File: src/hw/rtl/tdfsm_pkg.sv
// Shared constants and types for the table-driven state machine engine.
package tdfsm_pkg;

    localparam int ENTRIES_DEF    = 16;
    localparam int STATE_BITS_DEF = 16;

    localparam int CMD_W     = 2;
    localparam int INDEX_W   = 4;
    localparam int MASK_W    = 16;
    localparam int EVENT_W   = 8;
    localparam int ACTION_W  = 8;
    localparam int STATE_W   = 16;

    localparam logic [CMD_W-1:0] CMD_WRITE = 2'd0;
    localparam logic [CMD_W-1:0] CMD_EVENT = 2'd1;
    localparam logic [CMD_W-1:0] CMD_FORCE = 2'd2;

    typedef enum logic [1:0] {
        S_IDLE,
        S_EXEC,
        S_SCAN,
        S_FINISH
    } t_fsm_state;

endpackage

File: src/hw/rtl/tdfsm_ram.sv
// Generic single-write, single-read RAM with a registered read port.
module tdfsm_ram
    import tdfsm_pkg::*;
#(
    parameter int WIDTH = 48,
    parameter int DEPTH = ENTRIES_DEF
) (
    input  logic                     i_clk,
    input  logic                     i_wr_en,
    input  logic [$clog2(DEPTH)-1:0] i_wr_addr,
    input  logic [WIDTH-1:0]         i_wr_data,
    input  logic [$clog2(DEPTH)-1:0] i_rd_addr,
    output logic [WIDTH-1:0]         o_rd_data
);

    logic [WIDTH-1:0] r_mem [DEPTH];
    logic [WIDTH-1:0] r_rd_data;

    always_ff @(posedge i_clk) begin
        if (i_wr_en) begin
            r_mem[i_wr_addr] <= i_wr_data;
        end
        r_rd_data <= r_mem[i_rd_addr];
    end

    assign o_rd_data = r_rd_data;

endmodule

File: src/hw/rtl/table_driven_fsm_engine_unit.sv
// Top level of the table-driven state machine engine: control, table scan and result register.
// Write, force and unused commands pass through exec and finish to the registered result; an event
// scans k entries (1 to ENTRIES) between them, one per cycle from the table RAM.
// The next beat is taken in idle even while the previous result beat waits,
// and a stalled output holds the engine in its last state.
// Reset clears the current state, the entry valid bits and the output valid.
module table_driven_fsm_engine_unit
    import tdfsm_pkg::*;
#(
    parameter int ENTRIES    = ENTRIES_DEF,
    parameter int STATE_BITS = STATE_BITS_DEF
) (
    input  logic                i_clk,
    input  logic                i_rst_n,
    input  logic                i_in_valid,
    output logic                o_in_ready,
    input  logic [CMD_W-1:0]    i_cmd,
    input  logic [INDEX_W-1:0]  i_entry_index,
    input  logic [MASK_W-1:0]   i_entry_state_mask,
    input  logic [EVENT_W-1:0]  i_entry_event,
    input  logic [STATE_W-1:0]  i_entry_next_state,
    input  logic [ACTION_W-1:0] i_entry_action,
    input  logic [EVENT_W-1:0]  i_event_code,
    output logic                o_out_valid,
    input  logic                i_out_ready,
    output logic                o_matched,
    output logic [ACTION_W-1:0] o_action,
    output logic [STATE_W-1:0]  o_state_now
);

    localparam int IW      = $clog2(ENTRIES);
    localparam int SB      = STATE_BITS;
    localparam int ENTRY_W = 2 * SB + EVENT_W + ACTION_W;
    localparam logic [IW-1:0]      LAST_IDX  = IW'(ENTRIES - 1);
    localparam logic [INDEX_W+8:0] ENTRIES_W = (INDEX_W + 9)'(ENTRIES);

    // Captured input beat
    logic [CMD_W-1:0]    r_cmd;
    logic [INDEX_W-1:0]  r_idx;
    logic [SB-1:0]       r_emask;
    logic [EVENT_W-1:0]  r_eevent;
    logic [SB-1:0]       r_enext;
    logic [ACTION_W-1:0] r_eaction;
    logic [EVENT_W-1:0]  r_ev;

    t_fsm_state          r_state, n_state;
    logic [SB-1:0]       r_cur, n_cur;
    logic [IW-1:0]       r_scan, n_scan;
    logic                r_hit, n_hit;
    logic [ACTION_W-1:0] r_act, n_act;
    logic [ENTRIES-1:0]  r_valid;
    logic                r_rd_vld;

    logic                r_o_valid;
    logic                r_o_matched;
    logic [ACTION_W-1:0] r_o_action;
    logic [STATE_W-1:0]  r_o_state;

    logic                in_acc;
    logic                out_free;
    logic                wr_en;
    logic                wr_ok;
    logic                load_out;
    logic [IW-1:0]       wr_addr;
    logic [ENTRY_W-1:0]  wr_data;
    logic [ENTRY_W-1:0]  rd_data;
    logic [SB-1:0]       rd_mask;
    logic [EVENT_W-1:0]  rd_event;
    logic [SB-1:0]       rd_next;
    logic [ACTION_W-1:0] rd_action;
    logic                scan_end;
    logic                scan_match;
    logic [IW+INDEX_W-1:0] idx_ext;
    logic [SB+MASK_W-1:0]  mask_ext;
    logic [SB+STATE_W-1:0] next_ext;
    logic [SB+STATE_W-1:0] cur_ext;

    assign in_acc   = i_in_valid && o_in_ready;
    assign out_free = !r_o_valid || i_out_ready;

    // Inputs are 16 bits wide; the stored state width may be narrower or wider.
    assign mask_ext = {{SB{1'b0}}, i_entry_state_mask};
    assign next_ext = {{SB{1'b0}}, i_entry_next_state};
    assign cur_ext  = {{STATE_W{1'b0}}, r_cur};
    assign idx_ext  = {{IW{1'b0}}, r_idx};
    assign wr_addr  = idx_ext[IW-1:0];
    assign wr_ok    = {9'd0, r_idx} < ENTRIES_W;
    assign wr_data  = {r_emask, r_eevent, r_enext, r_eaction};

    tdfsm_ram #(
        .WIDTH (ENTRY_W),
        .DEPTH (ENTRIES)
    ) u_table (
        .i_clk     (i_clk),
        .i_wr_en   (wr_en),
        .i_wr_addr (wr_addr),
        .i_wr_data (wr_data),
        .i_rd_addr (n_scan),
        .o_rd_data (rd_data)
    );

    // A slot never written reads as an empty mask, which ends the scan.
    assign rd_mask    = r_rd_vld ? rd_data[ENTRY_W-1 -: SB] : '0;
    assign rd_event   = rd_data[SB+EVENT_W+ACTION_W-1 -: EVENT_W];
    assign rd_next    = rd_data[SB+ACTION_W-1 -: SB];
    assign rd_action  = rd_data[ACTION_W-1:0];
    assign scan_end   = (rd_mask == '0);
    assign scan_match = ((rd_mask & r_cur) != '0) && (rd_event == r_ev);

    // Next state
    always_comb begin
        n_state = r_state;
        unique case (r_state)
            S_IDLE: begin
                if (in_acc) begin
                    n_state = S_EXEC;
                end
            end
            S_EXEC: begin
                n_state = (r_cmd == CMD_EVENT) ? S_SCAN : S_FINISH;
            end
            S_SCAN: begin
                if (scan_end || scan_match || (r_scan == LAST_IDX)) begin
                    n_state = S_FINISH;
                end
            end
            S_FINISH: begin
                if (out_free) begin
                    n_state = S_IDLE;
                end
            end
            default: n_state = S_IDLE;
        endcase
    end

    // Control outputs and datapath next values
    always_comb begin
        o_in_ready = 1'b0;
        wr_en      = 1'b0;
        load_out   = 1'b0;
        n_cur      = r_cur;
        n_scan     = r_scan;
        n_hit      = r_hit;
        n_act      = r_act;
        unique case (r_state)
            S_IDLE: begin
                o_in_ready = 1'b1;
            end
            S_EXEC: begin
                n_hit  = 1'b0;
                n_act  = '0;
                n_scan = '0;
                if (r_cmd == CMD_WRITE) begin
                    wr_en = wr_ok;
                end else if (r_cmd == CMD_FORCE) begin
                    n_cur = r_enext;
                end
            end
            S_SCAN: begin
                if (!scan_end && scan_match) begin
                    n_hit = 1'b1;
                    n_act = rd_action;
                    if (rd_next != '0) begin
                        n_cur = rd_next;
                    end
                end else if (!scan_end && (r_scan != LAST_IDX)) begin
                    n_scan = r_scan + 1'b1;
                end
            end
            S_FINISH: begin
                load_out = out_free;
            end
            default: ;
        endcase
    end

    always_ff @(posedge i_clk) begin
        if (!i_rst_n) begin
            r_state   <= S_IDLE;
            r_cur     <= '0;
            r_valid   <= '0;
            r_hit     <= 1'b0;
            r_o_valid <= 1'b0;
        end else begin
            r_state <= n_state;
            r_cur   <= n_cur;
            r_hit   <= n_hit;
            if (wr_en) begin
                r_valid[wr_addr] <= 1'b1;
            end
            if (load_out) begin
                r_o_valid <= 1'b1;
            end else if (i_out_ready) begin
                r_o_valid <= 1'b0;
            end
        end
    end

    always_ff @(posedge i_clk) begin
        r_scan   <= n_scan;
        r_act    <= n_act;
        r_rd_vld <= r_valid[n_scan];
        if (in_acc) begin
            r_cmd     <= i_cmd;
            r_idx     <= i_entry_index;
            r_emask   <= mask_ext[SB-1:0];
            r_eevent  <= i_entry_event;
            r_enext   <= next_ext[SB-1:0];
            r_eaction <= i_entry_action;
            r_ev      <= i_event_code;
        end
        if (load_out) begin
            r_o_matched <= r_hit;
            r_o_action  <= r_act;
            r_o_state   <= cur_ext[STATE_W-1:0];
        end
    end

    assign o_out_valid = r_o_valid;
    assign o_matched   = r_o_matched;
    assign o_action    = r_o_action;
    assign o_state_now = r_o_state;

    a_accept_to_exec: assert property (@(posedge i_clk) disable iff (!i_rst_n)
        in_acc |=> (r_state == S_EXEC))
        else $error("accepted beat did not start execution");

    a_hit_only_event: assert property (@(posedge i_clk) disable iff (!i_rst_n)
        ((r_state == S_FINISH) && r_hit) |-> (r_cmd == CMD_EVENT))
        else $error("match flagged for a non-event command");

    a_nomatch_no_action: assert property (@(posedge i_clk) disable iff (!i_rst_n)
        (o_out_valid && !o_matched) |-> (o_action == '0))
        else $error("action reported without a match");

    a_no_write_in_scan: assert property (@(posedge i_clk) disable iff (!i_rst_n)
        wr_en |-> ((r_state == S_EXEC) && (r_cmd == CMD_WRITE)))
        else $error("table written outside a write command");

    a_reset_clears_out: assert property (@(posedge i_clk)
        !i_rst_n |=> !o_out_valid)
        else $error("output valid after reset");

endmodule

File: config.mk
export PLATFORM = sky130hd
export DESIGN_NAME = table_driven_fsm_engine_unit
export DESIGN_NICKNAME = d
export VERILOG_FILES = /design/src/hw/rtl/tdfsm_pkg.sv /design/src/hw/rtl/tdfsm_ram.sv /design/src/hw/rtl/table_driven_fsm_engine_unit.sv
export SDC_FILE = /design/constraint.sdc
export NUM_CORES = 1
export LEC_CHECK = 0
export ABC_AREA = 0
export BUFFER_PORTS_ARGS = -buffer_cell sky130_fd_sc_hd__buf_2
export CAP_MARGIN = 5
export CORE_UTILIZATION = 40
export CTS_CLUSTER_SIZE = 24
export DETAILED_ROUTE_END_ITERATION = 16
export HOLD_SLACK_MARGIN = 0.06
export SKIP_LAST_GASP = 1
export SLEW_MARGIN = 20
export SYNTH_ARGS = -nofsm -noshare
export SYNTH_HDL_FRONTEND = slang
export SYNTH_SLANG_ARGS = --single-unit
File: constraint.sdc
create_clock -name i_clk -period 6.4 [get_ports i_clk]
set_input_delay 0.96 -clock i_clk [delete_from_list [all_inputs] [get_ports i_clk]]
set_output_delay 0.96 -clock i_clk [all_outputs]
set_load 0.005 [all_outputs]
* Yosys cells after proc, flatten, opt, wreduce, memory -nomap -nowiden
Memories as Yosys holds them, arrays and structs flattened. A register that Yosys moved wholly into a read port is not among the register bits. Index checks and enable logic that the tools add are counted.
Storage, ports and cells: bits in registers 136, RAM bits 768, bits of input ports 66, logic and storage cells 90, memories kept 1
Memories:
- u_table.r_mem | depth 16, bits a word 48, rd ports 1, clocked after Yosys merged registers in 1, write ports 1, line tdfsm_ram.sv:16 | logic [WIDTH-1:0] r_mem [DEPTH];
Cells by class: add/sub/neg operators 1, order comparisons 3, equality and inequality tests 15, muxes and demuxes 30, bitwise logic cells 2, reductions and logical operators 20
Operators with widths (number):
- 16-bit two-way mux | 5
- 16-bit one-hot mux with 2 select lines | 1
- 16-bit nonzero test | 2
- 16-bit bitwise AND | 1
- 16-bit logical NOT | 1
- 16-bit bitwise OR | 1
- 8-bit one-hot mux with 2 select lines | 1
- 2-bit inequality test, second input constant | 7
- 1-bit two-way mux | 12
- 4-bit by 5-bit < comparator with 1-bit output, second input constant | 2
- 8-bit == test | 1
- 4-bit two-way mux | 2
- 8-bit two-way mux | 1
- 2-bit one-hot mux with 4 select lines | 1
- 4-bit one-hot mux with 2 select lines | 1
- 2-bit == test, second input constant | 3
- 2-bit two-way mux | 3
- 1-bit logical AND | 5
- 5-bit AND reduction | 1
- 4-bit by 1-bit adder with 4-bit output, second input constant | 1
- 1-bit binary-select mux with 4-bit select | 1
- 1-bit demux with 4-bit select | 1
- 2-bit by 1-bit == test with 1-bit output, second input constant | 2
- 4-bit == test, second input constant | 1
- other kinds (9) | 14

* Depth between registers and ports, before layout
depth after elaboration 9, depth in mapped cells 13

* Hierarchy
Synthesis repeated with hierarchy kept, for this count alone.
Second synthesis, totals: cells, all modules 1606, area total of the unflattened synthesis 34962.3 µm²
Modules (own cells, without submodules):
- tdfsm_ram | instances 1, cells an instance 1242, area each 29691.0 µm²
- table_driven_fsm_engine_unit | instances 1, cells an instance 364, area each 5271.3 µm²

* Worst setup path after synthesis
No wires, ideal clock.
path type register to register, start register r_state[1], end memory u_table.r_mem[0][0] (enable), setup time 0.515 ns, arrival time 4.391 ns, setup slack 1.494 ns, cell stages (with the launch flop) 6, buffers on the path 0, clock period less this slack 4.906 ns, path through dfxtp_1 inv_1 ha_1 nand2_1 or3_1 nor3_1
On the way: cells in the longest elaborated chain, start to end 4
Ends and longest elaborated chain:
- start: declaration | line table_driven_fsm_engine_unit.sv:46 | t_fsm_state r_state, n_state;
- start signal: assignment | line table_driven_fsm_engine_unit.sv:185 | r_state <= n_state;
- 2-bit by 1-bit == test with 1-bit output | line table_driven_fsm_engine_unit.sv:145 | unique case (r_state)
- 1-bit two-way mux | line table_driven_fsm_engine_unit.sv:145
- 1-bit two-way mux | line tdfsm_ram.sv:20 | if (i_wr_en) begin
- 1-bit two-way mux (not written as such) | line tdfsm_ram.sv:21 | r_mem[i_wr_addr] <= i_wr_data;
- end: declaration | line tdfsm_ram.sv:16
Every way passes these cells.

* Worst setup path after layout
start register r_ev[5], end register u_table.r_rd_data[7] (netlist: u_table.o_rd_data[7]), read port of u_table.r_mem
On the way: cells in the longest elaborated chain, start to end 5
Ends and longest elaborated chain:
- start: declaration | line table_driven_fsm_engine_unit.sv:44 | logic [EVENT_W-1:0] r_ev;
- start signal: assignment | line table_driven_fsm_engine_unit.sv:210 | r_ev <= i_event_code;
- 8-bit == test | line table_driven_fsm_engine_unit.sv:108 | assign scan_match = ((rd_mask & r_cur) != '0) && (rd_event == r_ev);
- 1-bit logical AND | line table_driven_fsm_engine_unit.sv:108
- 1-bit logical AND | line table_driven_fsm_engine_unit.sv:160 | if (!scan_end && scan_match) begin
- 4-bit two-way mux | line table_driven_fsm_engine_unit.sv:160
- 4-bit one-hot mux with 2 select lines | line table_driven_fsm_engine_unit.sv:145
- named net n_scan[2] | line table_driven_fsm_engine_unit.sv:48 | logic [IW-1:0] r_scan, n_scan;
- end: declaration | line tdfsm_ram.sv:17 | logic [WIDTH-1:0] r_rd_data;
The timed path passes the listed nets, and every way through them passes these cells. A chain may end at the register's enable or synchronous reset.

==> metrics.csv <==
metric;value;unit
Fill cells;7600;
Max Clk Rate;233;MHz
Syn Area/Cell;16.9;sq um
# resized after CTS;0;
min-delay src;r_act[6];
ratio of cells with drive above 1 in the final layout;12.8;%
Max FO, Critical Path;28;
Reg-to-Reg End;u_table.o_rd_data[7];
IO Pins;93;
Root Driver;clkbuf_16;
post-synth top area share;71.4;%
EDFF count, synth;863;
Worst Setup End Kind;register;
CTS tree;yes;
Cells after Synth;2148;
H-tree depth;3;
Cell Rows;110;
first-pass detailed-route iteration total;5;
min-delay worst type;reg -> reg;
Die Height;303;um
worst hold stages;0;
Starting Density;40.4;%
Tmin final;4300;ps
Detail Placement HPWL;43300;um
Leakage;13.2;nW
vias in the first global route;19700;
die area;91900;sq um
CTS Sinks;952;
wire per inst;25.7;um
core box area;89900;sq um
final period utilization;67.1;%
post-synthesis async set-or-reset flop share;0;%
Synth Flop Type;edfxtp_1;
sequential element share of the synthesized area;76.4;%
aggregate global routing overflow;0;
All-Layer GR Usage;19.4;%
unrepaired setup endpoints after global routing;no;
Reg2Reg Depth;9;
Critical Path RT;6900;ps
worst-margin pin slew;1100;ps
initial drt markers;1917;
vias after detailed routing;19900;
NumNets Final;2286;
antenna violations before repair;4;
gpl congestion;0.778;
hold_buf cts;0;
Power Density;338;nW/um^2
final total power;13.9;mW
count of yosys warnings during synthesis;0;
WHS Endpoint;o_action[6];
I/O Buffers;92;
Unique masters post-synth;43;
most frequent cell after synthesis;edfxtp_1;
area of the multi-input gates;8020;sq um
arrival time of the worst setup path;4800;ps
Peak VDD IR;0.000175;V
TritonCTS Buffers;97;
later-pin clock latency in the skew report;640;ps
DRC viols;0;
status;completed;
Post-CTS Setup Bufs;0;
commonest cells in the netlist;863 x edfxtp_1, 392 x a211oi_1, 213 x mux2i_1;
first-pass GRT wire length;130000;um
Final setup viols;0;
Ant. Diodes;0;
Reg area;27700;sq um
Yosys top cell by area;edfxtp_1;
Synth Net Count;2219;
r2r startpoint;r_ev[5];
final hold vios;0;
flops & latches, synth;952;
WL final;89300;um
leading cell types by total area after synthesis;edfxtp_1 71%, a211oi_1 8.1%, mux2i_1 5.9%;
Cell Area, Synth;36300;sq um
crit path kind;reg -> reg;
Clock Tree Buf Depth;3;
Layout area overhead;13.6;%
pin count of the biggest net entering global routing;197;
reg2reg setup slack;2100;ps
Max Cap Violations;0;
max_slew headroom;26.8;%
DRT antenna net count;0;
clk_skew;23.1;ps
Clock Pin Slew Worst Setup and Hold Paths;60;ps
die width;303;um
vias per cell;5.72;
Slew Limit Fails;0;
critical path startpoint category;register;
setup TNS;0;ps
-- stage by stage --
stage | utilization [%] | instances | area [sq um] | worst slack [ps] | hold WS, ps
4_1_cts | 45.8 | 3470 | 41200 | 1930 | 419
3_3_place_gp | 42.3 | 3291 | 38000 | 1990 | 403
5_1_grt | 45.8 | 3471 | 41200 | 1850 | 420
6_report | 45.8 | 3471 | 41200 | 2100 | 417
3_5_place_dp | 42.3 | 3291 | 38000 | 1910 | 405
2_1_floorplan | - | 2148 | 36300 | 1490 | 400
-- registers in the layout, indices dropped and copies added, names as in the netlist, 16 cells and up --
signal,flops
u_table.r_mem,768
u_table.o_rd_data,48
o_state_now,16
r_cur,16
r_emask,16
r_enext,16
r_valid,16
-- per-layer routing --
metal  wire length (um)  vias to the layer above  part of all wire, %  global-route usage (%)
li1                   -                     8895                    -                       -
met1              39400                    10200                   44                    27.1
met2              42100                      596                   47                    31.0
met3               5880                      122                  6.6                    3.37
met4               1890                        4                  2.1                    5.75
met5                 31                        -                0.035                       0
-- cell type report --
type	count	share of cell area [%]
Tap cell	1176	3.57
Multi-Input combinational cell	1029	19.5
Timing Repair Buffer	130	2.04
Clock inverter	33	0.857
Clock buffer	146	6.79
Sequential cell	952	67.2
Inverter	5	0.0456
-- where the power goes --
| group | switching (mW) | internal [mW] |
|---|---|---|
| clock network | 2.26 | 3.29 |
| logic | 0.482 | 0.214 |
| registers | 0.373 | 7.31 |
-- critical path, stage by stage, from the launching register on --
cell and delay [ps]:
edfxtp_1 440, xnor2_1 180, nand3_1 260, or3_1 560
o211a_1 270, o221ai_1 370, nand2b_2 730, buf_4 600
a211oi_1 130, or4_1 570
-- cell usage in the layout (no fill, tap or decap), types with 17 or more instances in the layout --
cell / n
a211oi_1: 392
and3_1: 199
buf_2: 92
buf_4: 31
clkbuf_1: 34
clkbuf_16: 100
dfxtp_1: 89
edfxtp_1: 863
mux2i_1: 213
nand2_1: 34
o211a_1: 18
o21a_1: 17
or4_1: 49
-- how the worst max path moves through the flow --
stage / from / end / slack, ps / cells after the start
floorplan: r_state[1] / u_table.r_mem[0][0] / 1490 / 5
global placement: r_state[0] / u_table.o_rd_data[33] / 1990 / 10
detailed placement: r_state[0] / u_table.o_rd_data[31] / 1910 / 10
CTS: r_state[0] / u_table.o_rd_data[31] / 1930 / 10
global route: r_ev[4] / u_table.o_rd_data[43] / 1850 / 9
finish: r_ev[5] / u_table.o_rd_data[7] / 2100 / 9
-- cells by family (layout without fill, tap and decap cells) --
group | count (synthesis) | after routing | synth area share (%)
simple gates | 349 | 349 | 5.82
mux | 213 | 213 | 5.88
flops | 952 | 952 | 76.4
buf+inv | 167 | 314 | 1.99
xor+xnor | 8 | 8 | 0.193
compound gates | 454 | 454 | 9.59
fa+ha+maj | 5 | 5 | 0.172
Power figures use the tool's default switching activity.
